File: src/nsrm_pkg.sv
package nsrm_pkg;

	// count saturation limit
	localparam int unsigned MAX_SPAN = 65536;

	localparam int POS_W = 32;
	localparam int VAL_W = 32;
	localparam int SUM_W = 48;
	localparam int CNT_W = $clog2(MAX_SPAN + 1);
	localparam int STEP_W = $clog2(SUM_W);

	typedef logic [POS_W-1:0] pos_t;
	typedef logic signed [VAL_W-1:0] value_t;
	typedef logic [1:0] cfg_idx_t;

	// configuration register indexes
	localparam cfg_idx_t REG_LIMIT_ON = 2'd0;
	localparam cfg_idx_t REG_START    = 2'd1;
	localparam cfg_idx_t REG_END      = 2'd2;
	localparam cfg_idx_t REG_MODE     = 2'd3;

	// result kinds and modes
	localparam logic KIND_SAMPLE = 1'b0;
	localparam logic KIND_MEAN   = 1'b1;
	localparam logic MODE_AVG    = 1'b0;
	localparam logic MODE_RUNS   = 1'b1;

endpackage

File: src/nan_skipping_region_mean_and_runs.sv
// channel | direction | handshake            | word
// in      | input     | in_valid / in_stall  | item_start, item_end, position, sample_value,
//         |           |                      | missing, item_last
// out     | output    | out_valid / out_stall| result_kind, span_start, span_end,
//         |           |                      | result_value, new_run
// cfg     | input     | cfg_valid / cfg_ready| cfg_index, cfg_data
//
// words are captured, then evaluated; in runs mode a kept one waits while the output is held
// the last word of an item in average mode with kept samples then runs prep, divide and finish:
// the mean goes through one shared 18-bit compare/subtract unit, one quotient bit per cycle
// in_stall is high from the capture until the word is fully handled
// the output register holds a result under out_stall while new words are captured
// arst_n clears control state and the accumulators; config registers take their defaults
module nan_skipping_region_mean_and_runs (
	input  logic             clk,
	input  logic             arst_n,
	input  logic             in_valid,
	output logic             in_stall,
	input  nsrm_pkg::pos_t   item_start,
	input  nsrm_pkg::pos_t   item_end,
	input  nsrm_pkg::pos_t   position,
	input  nsrm_pkg::value_t sample_value,
	input  logic             missing,
	input  logic             item_last,
	output logic             out_valid,
	input  logic             out_stall,
	output logic             result_kind,
	output nsrm_pkg::pos_t   span_start,
	output nsrm_pkg::pos_t   span_end,
	output nsrm_pkg::value_t result_value,
	output logic             new_run,
	input  logic             cfg_valid,
	output logic             cfg_ready,
	input  nsrm_pkg::cfg_idx_t cfg_index,
	input  logic [31:0]      cfg_data
);
	import nsrm_pkg::*;

	localparam logic [2:0] ST_IDLE = 3'd0;
	localparam logic [2:0] ST_EVAL = 3'd1;
	localparam logic [2:0] ST_PREP = 3'd2;
	localparam logic [2:0] ST_DIV  = 3'd3;
	localparam logic [2:0] ST_FIN  = 3'd4;

	localparam logic [CNT_W-1:0] CNT_MAX = CNT_W'(MAX_SPAN);
	localparam logic [SUM_W-1:0] POS_LIM = SUM_W'(64'h7FFF_FFFF);
	localparam logic [SUM_W-1:0] NEG_LIM = SUM_W'(64'h8000_0000);

	logic [2:0] state_q;

	// configuration
	logic limit_on_q;
	pos_t reg_start_q;
	pos_t reg_end_q;
	logic mode_q;

	// captured input word
	pos_t   istart_q;
	pos_t   iend_q;
	pos_t   pos_q;
	value_t val_q;
	logic   miss_q;
	logic   last_q;

	// accumulator and run state
	logic [SUM_W-1:0] sum_q;
	logic [CNT_W-1:0] cnt_q;
	pos_t             first_q;
	pos_t             lastpos_q;
	logic             run_q;

	// divider
	logic [SUM_W-1:0]  num_q;
	logic [CNT_W-1:0]  den_q;
	logic [CNT_W-1:0]  rem_q;
	logic [STEP_W-1:0] step_q;
	logic              neg_q;
	pos_t              dstart_q;
	pos_t              dend_q;

	// output register
	logic   ovalid_q;
	logic   okind_q;
	pos_t   ostart_q;
	pos_t   oend_q;
	value_t oval_q;
	logic   orun_q;

	logic             out_free;
	logic             out_set;
	pos_t             lo;
	pos_t             hi;
	logic             kept;
	logic             emit_pb;
	logic             eval_go;
	logic             fresh;
	logic [SUM_W-1:0] sum_n;
	logic [CNT_W-1:0] cnt_n;
	pos_t             first_n;
	pos_t             lastpos_n;
	logic [CNT_W:0]   trial;
	logic [CNT_W:0]   diff;
	logic             qbit;
	value_t           mean_sat;

	assign in_stall  = (state_q != ST_IDLE);
	assign cfg_ready = 1'b1;
	assign out_free  = !ovalid_q || !out_stall;

	// clipped range and keep test
	always_comb begin
		lo = istart_q;
		hi = iend_q;
		if (limit_on_q) begin
			if (reg_start_q > istart_q) lo = reg_start_q;
			if (reg_end_q < iend_q) hi = reg_end_q;
		end
		kept = !miss_q && (pos_q >= lo) && (pos_q < hi);
	end

	assign emit_pb = (mode_q == MODE_RUNS) && kept;
	assign eval_go = !emit_pb || out_free;
	assign fresh   = !run_q || (pos_q != lastpos_q + 32'd1);
	assign out_set = ((state_q == ST_EVAL) && emit_pb && out_free)
		|| ((state_q == ST_FIN) && out_free);

	// next accumulator values in average mode
	always_comb begin
		sum_n     = sum_q;
		cnt_n     = cnt_q;
		first_n   = first_q;
		lastpos_n = lastpos_q;
		if (kept) begin
			if (cnt_q == '0) first_n = pos_q;
			lastpos_n = pos_q;
			if (cnt_q < CNT_MAX) begin
				sum_n = sum_q + {{(SUM_W-VAL_W){val_q[VAL_W-1]}}, val_q};
				cnt_n = cnt_q + 1'b1;
			end
		end
	end

	// shared compare/subtract step of the divider
	assign trial = {rem_q, num_q[SUM_W-1]};
	assign diff  = trial - {1'b0, den_q};
	assign qbit  = (trial >= {1'b0, den_q});

	// rounded mean, saturated to 32 bits
	always_comb begin
		if (neg_q) begin
			mean_sat = (num_q > NEG_LIM) ? value_t'(NEG_LIM[VAL_W-1:0])
				: value_t'(-num_q[VAL_W-1:0]);
		end else begin
			mean_sat = (num_q > POS_LIM) ? value_t'(POS_LIM[VAL_W-1:0])
				: value_t'(num_q[VAL_W-1:0]);
		end
	end

	// configuration writes
	always_ff @(posedge clk or negedge arst_n) begin
		if (!arst_n) begin
			limit_on_q  <= 1'b0;
			reg_start_q <= '0;
			reg_end_q   <= '1;
			mode_q      <= MODE_AVG;
		end else if (cfg_valid && cfg_ready) begin
			unique case (cfg_index)
				REG_LIMIT_ON: limit_on_q  <= cfg_data[0];
				REG_START:    reg_start_q <= cfg_data;
				REG_END:      reg_end_q   <= cfg_data;
				REG_MODE:     mode_q      <= cfg_data[0];
				default: ;
			endcase
		end
	end

	// input capture
	always_ff @(posedge clk) begin
		if (in_valid && !in_stall) begin
			istart_q <= item_start;
			iend_q   <= item_end;
			pos_q    <= position;
			val_q    <= sample_value;
			miss_q   <= missing;
			last_q   <= item_last;
		end
	end

	// sequencer and accumulators
	always_ff @(posedge clk or negedge arst_n) begin
		if (!arst_n) begin
			state_q   <= ST_IDLE;
			sum_q     <= '0;
			cnt_q     <= '0;
			first_q   <= '0;
			lastpos_q <= '0;
			run_q     <= 1'b0;
		end else begin
			unique case (state_q)
				ST_IDLE: begin
					if (in_valid) state_q <= ST_EVAL;
				end
				ST_EVAL: begin
					if (eval_go) begin
						if (mode_q == MODE_RUNS) begin
							state_q <= ST_IDLE;
							if (kept) lastpos_q <= pos_q;
							run_q <= kept && !last_q;
							if (last_q) begin
								sum_q <= '0;
								cnt_q <= '0;
							end
						end else begin
							sum_q     <= last_q ? '0 : sum_n;
							cnt_q     <= last_q ? '0 : cnt_n;
							first_q   <= first_n;
							lastpos_q <= lastpos_n;
							state_q   <= (last_q && cnt_n != '0) ? ST_PREP : ST_IDLE;
							if (last_q) run_q <= 1'b0;
						end
					end
				end
				ST_PREP: state_q <= ST_DIV;
				ST_DIV: begin
					if (step_q == '0) state_q <= ST_FIN;
				end
				ST_FIN: begin
					if (out_free) state_q <= ST_IDLE;
				end
				default: state_q <= ST_IDLE;
			endcase
		end
	end

	// output valid flag
	always_ff @(posedge clk or negedge arst_n) begin
		if (!arst_n) begin
			ovalid_q <= 1'b0;
		end else if (out_set) begin
			ovalid_q <= 1'b1;
		end else if (!out_stall) begin
			ovalid_q <= 1'b0;
		end
	end

	// output payload
	always_ff @(posedge clk) begin
		if (state_q == ST_EVAL && emit_pb && out_free) begin
			okind_q  <= KIND_SAMPLE;
			ostart_q <= pos_q;
			oend_q   <= pos_q + 32'd1;
			oval_q   <= val_q;
			orun_q   <= fresh;
		end else if (state_q == ST_FIN && out_free) begin
			okind_q  <= KIND_MEAN;
			ostart_q <= dstart_q;
			oend_q   <= dend_q;
			oval_q   <= mean_sat;
			orun_q   <= 1'b0;
		end
	end

	// divider datapath: load, magnitude plus half count, then one bit a cycle
	always_ff @(posedge clk) begin
		unique case (state_q)
			ST_EVAL: begin
				num_q    <= sum_n;
				den_q    <= cnt_n;
				dstart_q <= first_n;
				dend_q   <= lastpos_n + 32'd1;
			end
			ST_PREP: begin
				neg_q  <= num_q[SUM_W-1];
				num_q  <= (num_q[SUM_W-1] ? -num_q : num_q)
					+ {{(SUM_W-CNT_W+1){1'b0}}, den_q[CNT_W-1:1]};
				rem_q  <= '0;
				step_q <= STEP_W'(SUM_W - 1);
			end
			ST_DIV: begin
				num_q  <= {num_q[SUM_W-2:0], qbit};
				rem_q  <= qbit ? diff[CNT_W-1:0] : trial[CNT_W-1:0];
				step_q <= step_q - 1'b1;
			end
			default: ;
		endcase
	end

	assign out_valid    = ovalid_q;
	assign result_kind  = okind_q;
	assign span_start   = ostart_q;
	assign span_end     = oend_q;
	assign result_value = oval_q;
	assign new_run      = orun_q;

endmodule

File: config.mk
export PLATFORM = sky130hd
export DESIGN_NAME = nan_skipping_region_mean_and_runs
export DESIGN_NICKNAME = d
export VERILOG_FILES = /design/src/nsrm_pkg.sv /design/src/nan_skipping_region_mean_and_runs.sv
export SDC_FILE = /design/constraint.sdc
export NUM_CORES = 1
export LEC_CHECK = 0
export BUFFER_PORTS_ARGS = -buffer_cell sky130_fd_sc_hd__buf_2
export CORE_ASPECT_RATIO = 1.75
export CORE_MARGIN = 4
export CORE_UTILIZATION = 56
export CTS_CLUSTER_SIZE = 25
export DETAILED_ROUTE_END_ITERATION = 6
export PLACE_DENSITY = 0.78
export SYNTH_ARGS = -nofsm -noshare
export SYNTH_HDL_FRONTEND = slang
export SYNTH_SLANG_ARGS = --single-unit
File: constraint.sdc
create_clock -name clk -period 11.1 [get_ports clk]
set_input_delay 1.11 -clock clk [delete_from_list [all_inputs] [get_ports clk]]
set_output_delay 1.11 -clock clk [all_outputs]
set_load 0.01 [all_outputs]
# == Word level (Yosys, flattened, before mapping) ==
# Cells that the tools add are included.
# op_classes
eq_ne,14
magnitude_cmp,8
mux,44
reduce_logical,39
bitwise,1
addsub,10
# ops
op,count
2-to-1 mux 32 bit,16
2-to-1 mux 48 bit,6
case mux 48 bit (3 select lines),1
2-to-1 mux 17 bit,6
"adder 32 x 1 -> 32 bit, second input constant",3
less-than comparator 32 bit,2
adder 48 x 16 -> 48 bit,1
adder 48 bit,1
"> comparator 48 x 31 -> 1 bit, second input constant",1
"> comparator 48 x 32 -> 1 bit, second input constant",1
negation 48 bit,1
case mux 17 bit (2 select lines),1
greater-or-equal comparator 32 bit,1
> comparator 32 bit,1
!= test 32 bit,1
negation 32 bit,1
greater-or-equal comparator 18 x 17 -> 1 bit,1
"adder 17 x 1 -> 17 bit, second input constant",1
logical NOT 17 bit,1
"less-than comparator 17 bit, second input constant",1
nonzero test 17 bit,1
subtractor 17 bit,1
case mux 3 bit (5 select lines),1
2-to-1 mux 3 bit,4
other kinds (23),61
# word_totals
regBits,581
in_bits,169
output_inout_bits,101
elab_cells,145

# == Logic depth before layout (Yosys ltp) ==
# depth
word_depth,13
ltp_mapped,35

# == Worst setup path before layout ==
# OpenSTA, ideal clock, no wires.
# synth_path
path_type,register to register
startpoint,reg state_q[1]
endpoint,reg orun_q (netlist: new_run) (enable)
path_stages_with_launch,7
period_less_slack_ps,10660
arrival_time_ps,10201
path_slack_ps,440
setup_ps,459
n_path_buf,3
cell_sequence,dfrtp_1 > clkbuf_1 > nor3_1 > nand3_1 > clkbuf_1 > clkbuf_1 > nand2_1
# synth_between
elab_chain_cells,4
elab_cells_between_ends,6
classes_between,2 x eq/ne; 4 x reduce/logical
# synth_lines
item,line_no,rtl
"start, declared",nan_skipping_region_mean_and_runs.sv:49,logic [2:0] state_q;
"start signal, assigned",nan_skipping_region_mean_and_runs.sv:218,state_q <= (last_q && cnt_n != '0) ? ST_PREP : ST_IDLE;
equality test 3 x 1 -> 1 bit,nan_skipping_region_mean_and_runs.sv:248,if (state_q == ST_EVAL && emit_pb && out_free) begin
logical AND 1 bit (2 in a row),nan_skipping_region_mean_and_runs.sv:248,
nonzero test 2 bit (no source line) (*),-,
"end signal, assigned",nan_skipping_region_mean_and_runs.sv:253,orun_q <= fresh;
"end, declared",nan_skipping_region_mean_and_runs.sv:87,logic orun_q;
# Every way passes the cells marked *; elsewhere a longest branch is shown, timed or not.
# A chain may end at the register's enable or synchronous reset.

# == Final worst setup path ==
# layout_path
startpoint,reg reg_start_q[1]
endpoint,reg dend_q[30] (data pin)
# layout_between
elab_chain_cells,8
# layout_lines
item,line_no,rtl
"start, declared",nan_skipping_region_mean_and_runs.sv:53,pos_t reg_start_q;
"start signal, assigned",nan_skipping_region_mean_and_runs.sv:169,REG_START: reg_start_q <= cfg_data;
> comparator 32 bit,nan_skipping_region_mean_and_runs.sv:115,if (reg_start_q > istart_q) lo = reg_start_q;
2-to-1 mux 32 bit (*),nan_skipping_region_mean_and_runs.sv:115,
2-to-1 mux 32 bit (*),nan_skipping_region_mean_and_runs.sv:114,if (limit_on_q) begin
greater-or-equal comparator 32 bit (*),nan_skipping_region_mean_and_runs.sv:118,kept = !miss_q && (pos_q >= lo) && (pos_q < hi);
logical AND 1 bit (*) (2 in a row),nan_skipping_region_mean_and_runs.sv:118,
2-to-1 mux 32 bit (*),-,
via lastpos_n[0],nan_skipping_region_mean_and_runs.sv:100,pos_t lastpos_n;
adder 32 x 1 -> 32 bit (*),nan_skipping_region_mean_and_runs.sv:270,dend_q <= lastpos_n + 32'd1;
"end signal, assigned",nan_skipping_region_mean_and_runs.sv:270,
"end, declared",nan_skipping_region_mean_and_runs.sv:79,pos_t dend_q;
# The timed path passes the listed nets; every way through them passes the cells marked *.

==> impl.org <==
** Power and ir drop
- Power Total :: 8.962 mW
- Gate power share :: 38.7%
- Share of power burned in registers :: approximately two fifths
- Clk network pwr share :: 22.3%
- IR analysis of the VDD net gives a maximum drop of 0.1601 mV.
- Internal Dissipation :: 5.547 mW
- Proportion of total power due to net switching :: 38.11%
- The analysis attributes to net switching a power of 3.415 mW.
- Dividing total power by cell area gives a power density of 224.0 mW/mm².
- In this run the static leakage power is between 15 and 20 nW.

** CTS
- TritonCTS clock tree :: yes
- Once the clock tree was built, the setup fixing pass inserted 0 buffers.
- Clk root buf :: sky130_fd_sc_hd__clkbuf_16
- Total number of H-tree levels :: 2
- After clock tree synthesis, the repair step resized 0 gates.
- Inserted Clock Buffers :: 53
- For the worst-skew pair, the clock arrives at the later sink with an insertion delay of 0.65 ns.
- Counting along the longest clock path gives a buffer depth of 3.
- For this design, the sink count on the clock tree is 581.
- Clock edge transition at the registers on the reported setup and hold paths :: 0.07 ns
- Quantity of hold-fixing buffers added after cts :: 0

** Yosys
- Share of synthesized flip-flops with an asynchronous set or reset :: 34.42%
- Sequential element share of the synthesized area :: 45.58%
- Synthesis inferred a little under 600 register bits.
- Netlist area before placement :: 0.03614 mm²
- Flip-flop cell with the highest count after synthesis :: sky130_fd_sc_hd__edfxtp_1
- Synth unique cells :: 92
- Each instance of the synthesized netlist takes up on average 10.12 µm².
- The Yosys step of the flow raised 0 warnings.
- The cell count after synthesis came out at 3570.
- By area the synthesized netlist is led by sky130_fd_sc_hd__edfxtp_1 (32%), sky130_fd_sc_hd__dfrtp_1 (12%), sky130_fd_sc_hd__ha_1 (7.4%).
- Top cell type's share of synthesized area :: 31.57%
- The largest total area in the synthesized netlist belongs to sky130_fd_sc_hd__edfxtp_1.
- Among all cell types in the netlist, the one instantiated most often is sky130_fd_sc_hd__nand2_1.
- The commonest cells after synthesis are sky130_fd_sc_hd__nand2_1 (386), sky130_fd_sc_hd__edfxtp_1 (380), sky130_fd_sc_hd__nor2_1 (246).
- Counting every net in the synthesized netlist gives approximately 4000.
- Number of enable-type register cells in the synthesized netlist :: between 300 and 400

** Global route
- In the global route stage, overall resource usage came out at 30.41%.
- Via count of the first global-routing pass :: a little under 30000
- Overflow left after global routing :: 0
- The first global-routing pass estimated 162400 µm of wire.
- The initial antenna violation count was 2.
- Entering global routing, the biggest net connects 85 pins.

** Layout
- Layout fillers :: roughly 5200
- # nets final :: just over 4000
- Layout Utilization :: 62.34%
- The finished cells cover around 0.04 mm².
- Share of final-layout standard cells stronger than drive strength 1 :: 17.25%
- Relative area change from synthesis to final layout :: 10.70%
- The number of antenna diodes in the final layout is 0.
- Count of non-filler cells in the finished layout :: 4585
- Leading registers by flop count :: num_q (48), sum_q (48)

** Timing
- The count of final hold-check violations was 0.
- For this run, the top clock speed supported by timing is 122.9 MHz.
- Final setup skew :: 0.02829 ns
- Max Slew Vio Count :: 0
- Setup repair after global routing left no endpoint under its margin.
- Finish-stage setup viols :: 0
- The worst path meets setup with 2.965 ns of slack.
- Max-Slew Margin vs Limit :: 26.25%
- Worst hold slack after final layout :: 0.5045 ns
- At the pin with the least slew margin, the transition time is around 1.1 ns.
- Total negative slack :: 0 ns
- Final cycle utilization of the critical path :: ~73%
- Final Critical Period :: slightly above 8 ns

** Drt
- Vias :: 28987
- After detailed routing, the number of remaining DRC violations is 0.
- Post-detailed-route count of antenna-violating nets :: 0
- Dividing the detail-routed wire length by the instance count gives around 23 µm.
- Post-detailed-routing wire length :: 106200 µm
- Via-to-Cell Ratio :: 6.322
- Initial DRC count :: approximately 2200
- First drt pass iteration count :: 6

** Worst setup path
- Critical Path AT :: around 8.5 ns
- Worst setup slack for register-to-register paths :: 2.96 ns
- STA puts the critical path data required time at 11.50 ns.
- The worst setup path is captured at a register.
- In this design, the stage delay of the slowest critical-path cell is 0.82 ns.
- Of all nets on the critical path, the largest fanout is 37.
- In this design, the critical path's most frequently occurring cell is sky130_fd_sc_hd__o21a_1.
- The largest individual stage delay along the critical path comes from the cell sky130_fd_sc_hd__a21o_2.
- STA classifies the critical path startpoint as a register.
- By startpoint and endpoint, the worst setup path is classified as reg -> reg.

** Die
- # rows :: 123
- Initial cell density of the core :: 56.32%
- Core footprint :: about 0.064 mm²
- The floorplan step defined a die boundary enclosing 0.06883 mm².
- The die is about 340 µm tall.
- Top-level port count :: 270
- In this run the horizontal extent of the chip is ~200 µm.

** Placement
- At the placement stage, the worst setup path has a slack of 3.019 ns.
- In this run the cell area measured after placement is 0.03814 mm².
- Final weighted congestion in routability-driven placement :: 1.000
- The number of placed instances, taps included, is between 4000 and 5000.
- During placement, the flow inserted port buffers numbering between 200 and 300.
- HPWL Detailed :: 77570 µm

** Run status
- The run finished with clean final reports.

** Job
- The tool flagged a number of max-cap violations equal to 0.

** Min path
- The path class of the tightest hold or removal check is reg -> reg.
[critical path: cells and delay by family, from the launching register on]
| kind | cells | cell delay (ns) |
|---|---|---|
| xor+xnor | 1 | 0.07 |
| flops | 1 | 0.40 |
| compound gates | 17 | 4.53 |
| fa+ha+maj | 3 | 0.93 |
| mux | 2 | 0.45 |
| buf+inv | 1 | 0.34 |
| simple gates | 7 | 1.18 |
[power by group through the flow]
| stage | Clock (mW) | Combinational [mW] | Sequential (mW) |
|---|---|---|---|
| global route | 2.12 | 3.83 | 3.54 |
| global placement | 0 | 3.33 | 3.50 |
| floorplan | 0 | 2.74 | 3.24 |
| finish | 2.00 | 3.47 | 3.50 |
| detailed placement | 0 | 3.41 | 3.52 |
| CTS | 2.03 | 3.44 | 3.48 |
[cells by family (layout without fill, tap and decap cells)]
kind of cell | after synthesis | after routing | synth area share [%]
buffers and inverters | 349 | 552 | 3.721
muxes | 266 | 266 | 7.959
AOI/OAI and AO/OA | 790 | 790 | 14.12
other | 1 | 1 | 0.01038
DFF | 581 | 581 | 45.58
adders and majority gates | 216 | 216 | 7.540
xor gates and xnor gates | 256 | 256 | 6.203
and+or+nand+nor | 1111 | 1111 | 14.86
[cell usage in the layout (no fill, tap or decap), types with 69 or more instances in the layout]
cell                       instances
sky130_fd_sc_hd__edfxtp_1        380
sky130_fd_sc_hd__nand2_1         385
sky130_fd_sc_hd__a21oi_1         190
sky130_fd_sc_hd__buf_2           267
sky130_fd_sc_hd__o21ai_0         195
sky130_fd_sc_hd__xor2_1          117
sky130_fd_sc_hd__mux2i_1          95
sky130_fd_sc_hd__dfrtp_1         167
sky130_fd_sc_hd__xnor2_1         139
sky130_fd_sc_hd__ha_1            213
sky130_fd_sc_hd__inv_1           138
sky130_fd_sc_hd__mux2_2          170
sky130_fd_sc_hd__nand3_1          98
sky130_fd_sc_hd__a21o_1           69
sky130_fd_sc_hd__nor2_1          241
[layer usage]
metal | wire length (µm) | up-vias | track usage [%]
met3 | 7288 | 385 | 4.319
met1 | 36780 | 13885 | 33.60
li1 | - | 13392 | -
met2 | 53720 | 1325 | 54.03
met4 | 8366 | 0 | 19.56
met5 | 0 | - | 0
[path summary, 6_finish.rpt]
| path | cells after the start | startpoint | to |
|---|---|---|---|
| min in group asynchronous | 1 | arst_n | sum_q[27] |
| max in group asynchronous | 3 | arst_n | reg_start_q[5] |
| min | 1 | first_q[2] | first_q[2] |
| max | 31 | reg_start_q[1] | dend_q[30] |
| max reg2reg | 31 | reg_start_q[1] | dend_q[30] |
| min reg2reg | 1 | first_q[2] | first_q[2] |
[cell type report]
cell class	instances	area [µm²]	area share (%)
clock inverter	38	480.5	1.201
inverter	139	521.8	1.304
multi-input combinational	2640	18420	46.04
tap	812	1016	2.539
timing repair buffer	313	1703	4.256
sequential	581	16480	41.18
clock buffer	62	1390	3.474
Power figures use the tool's default switching activity.
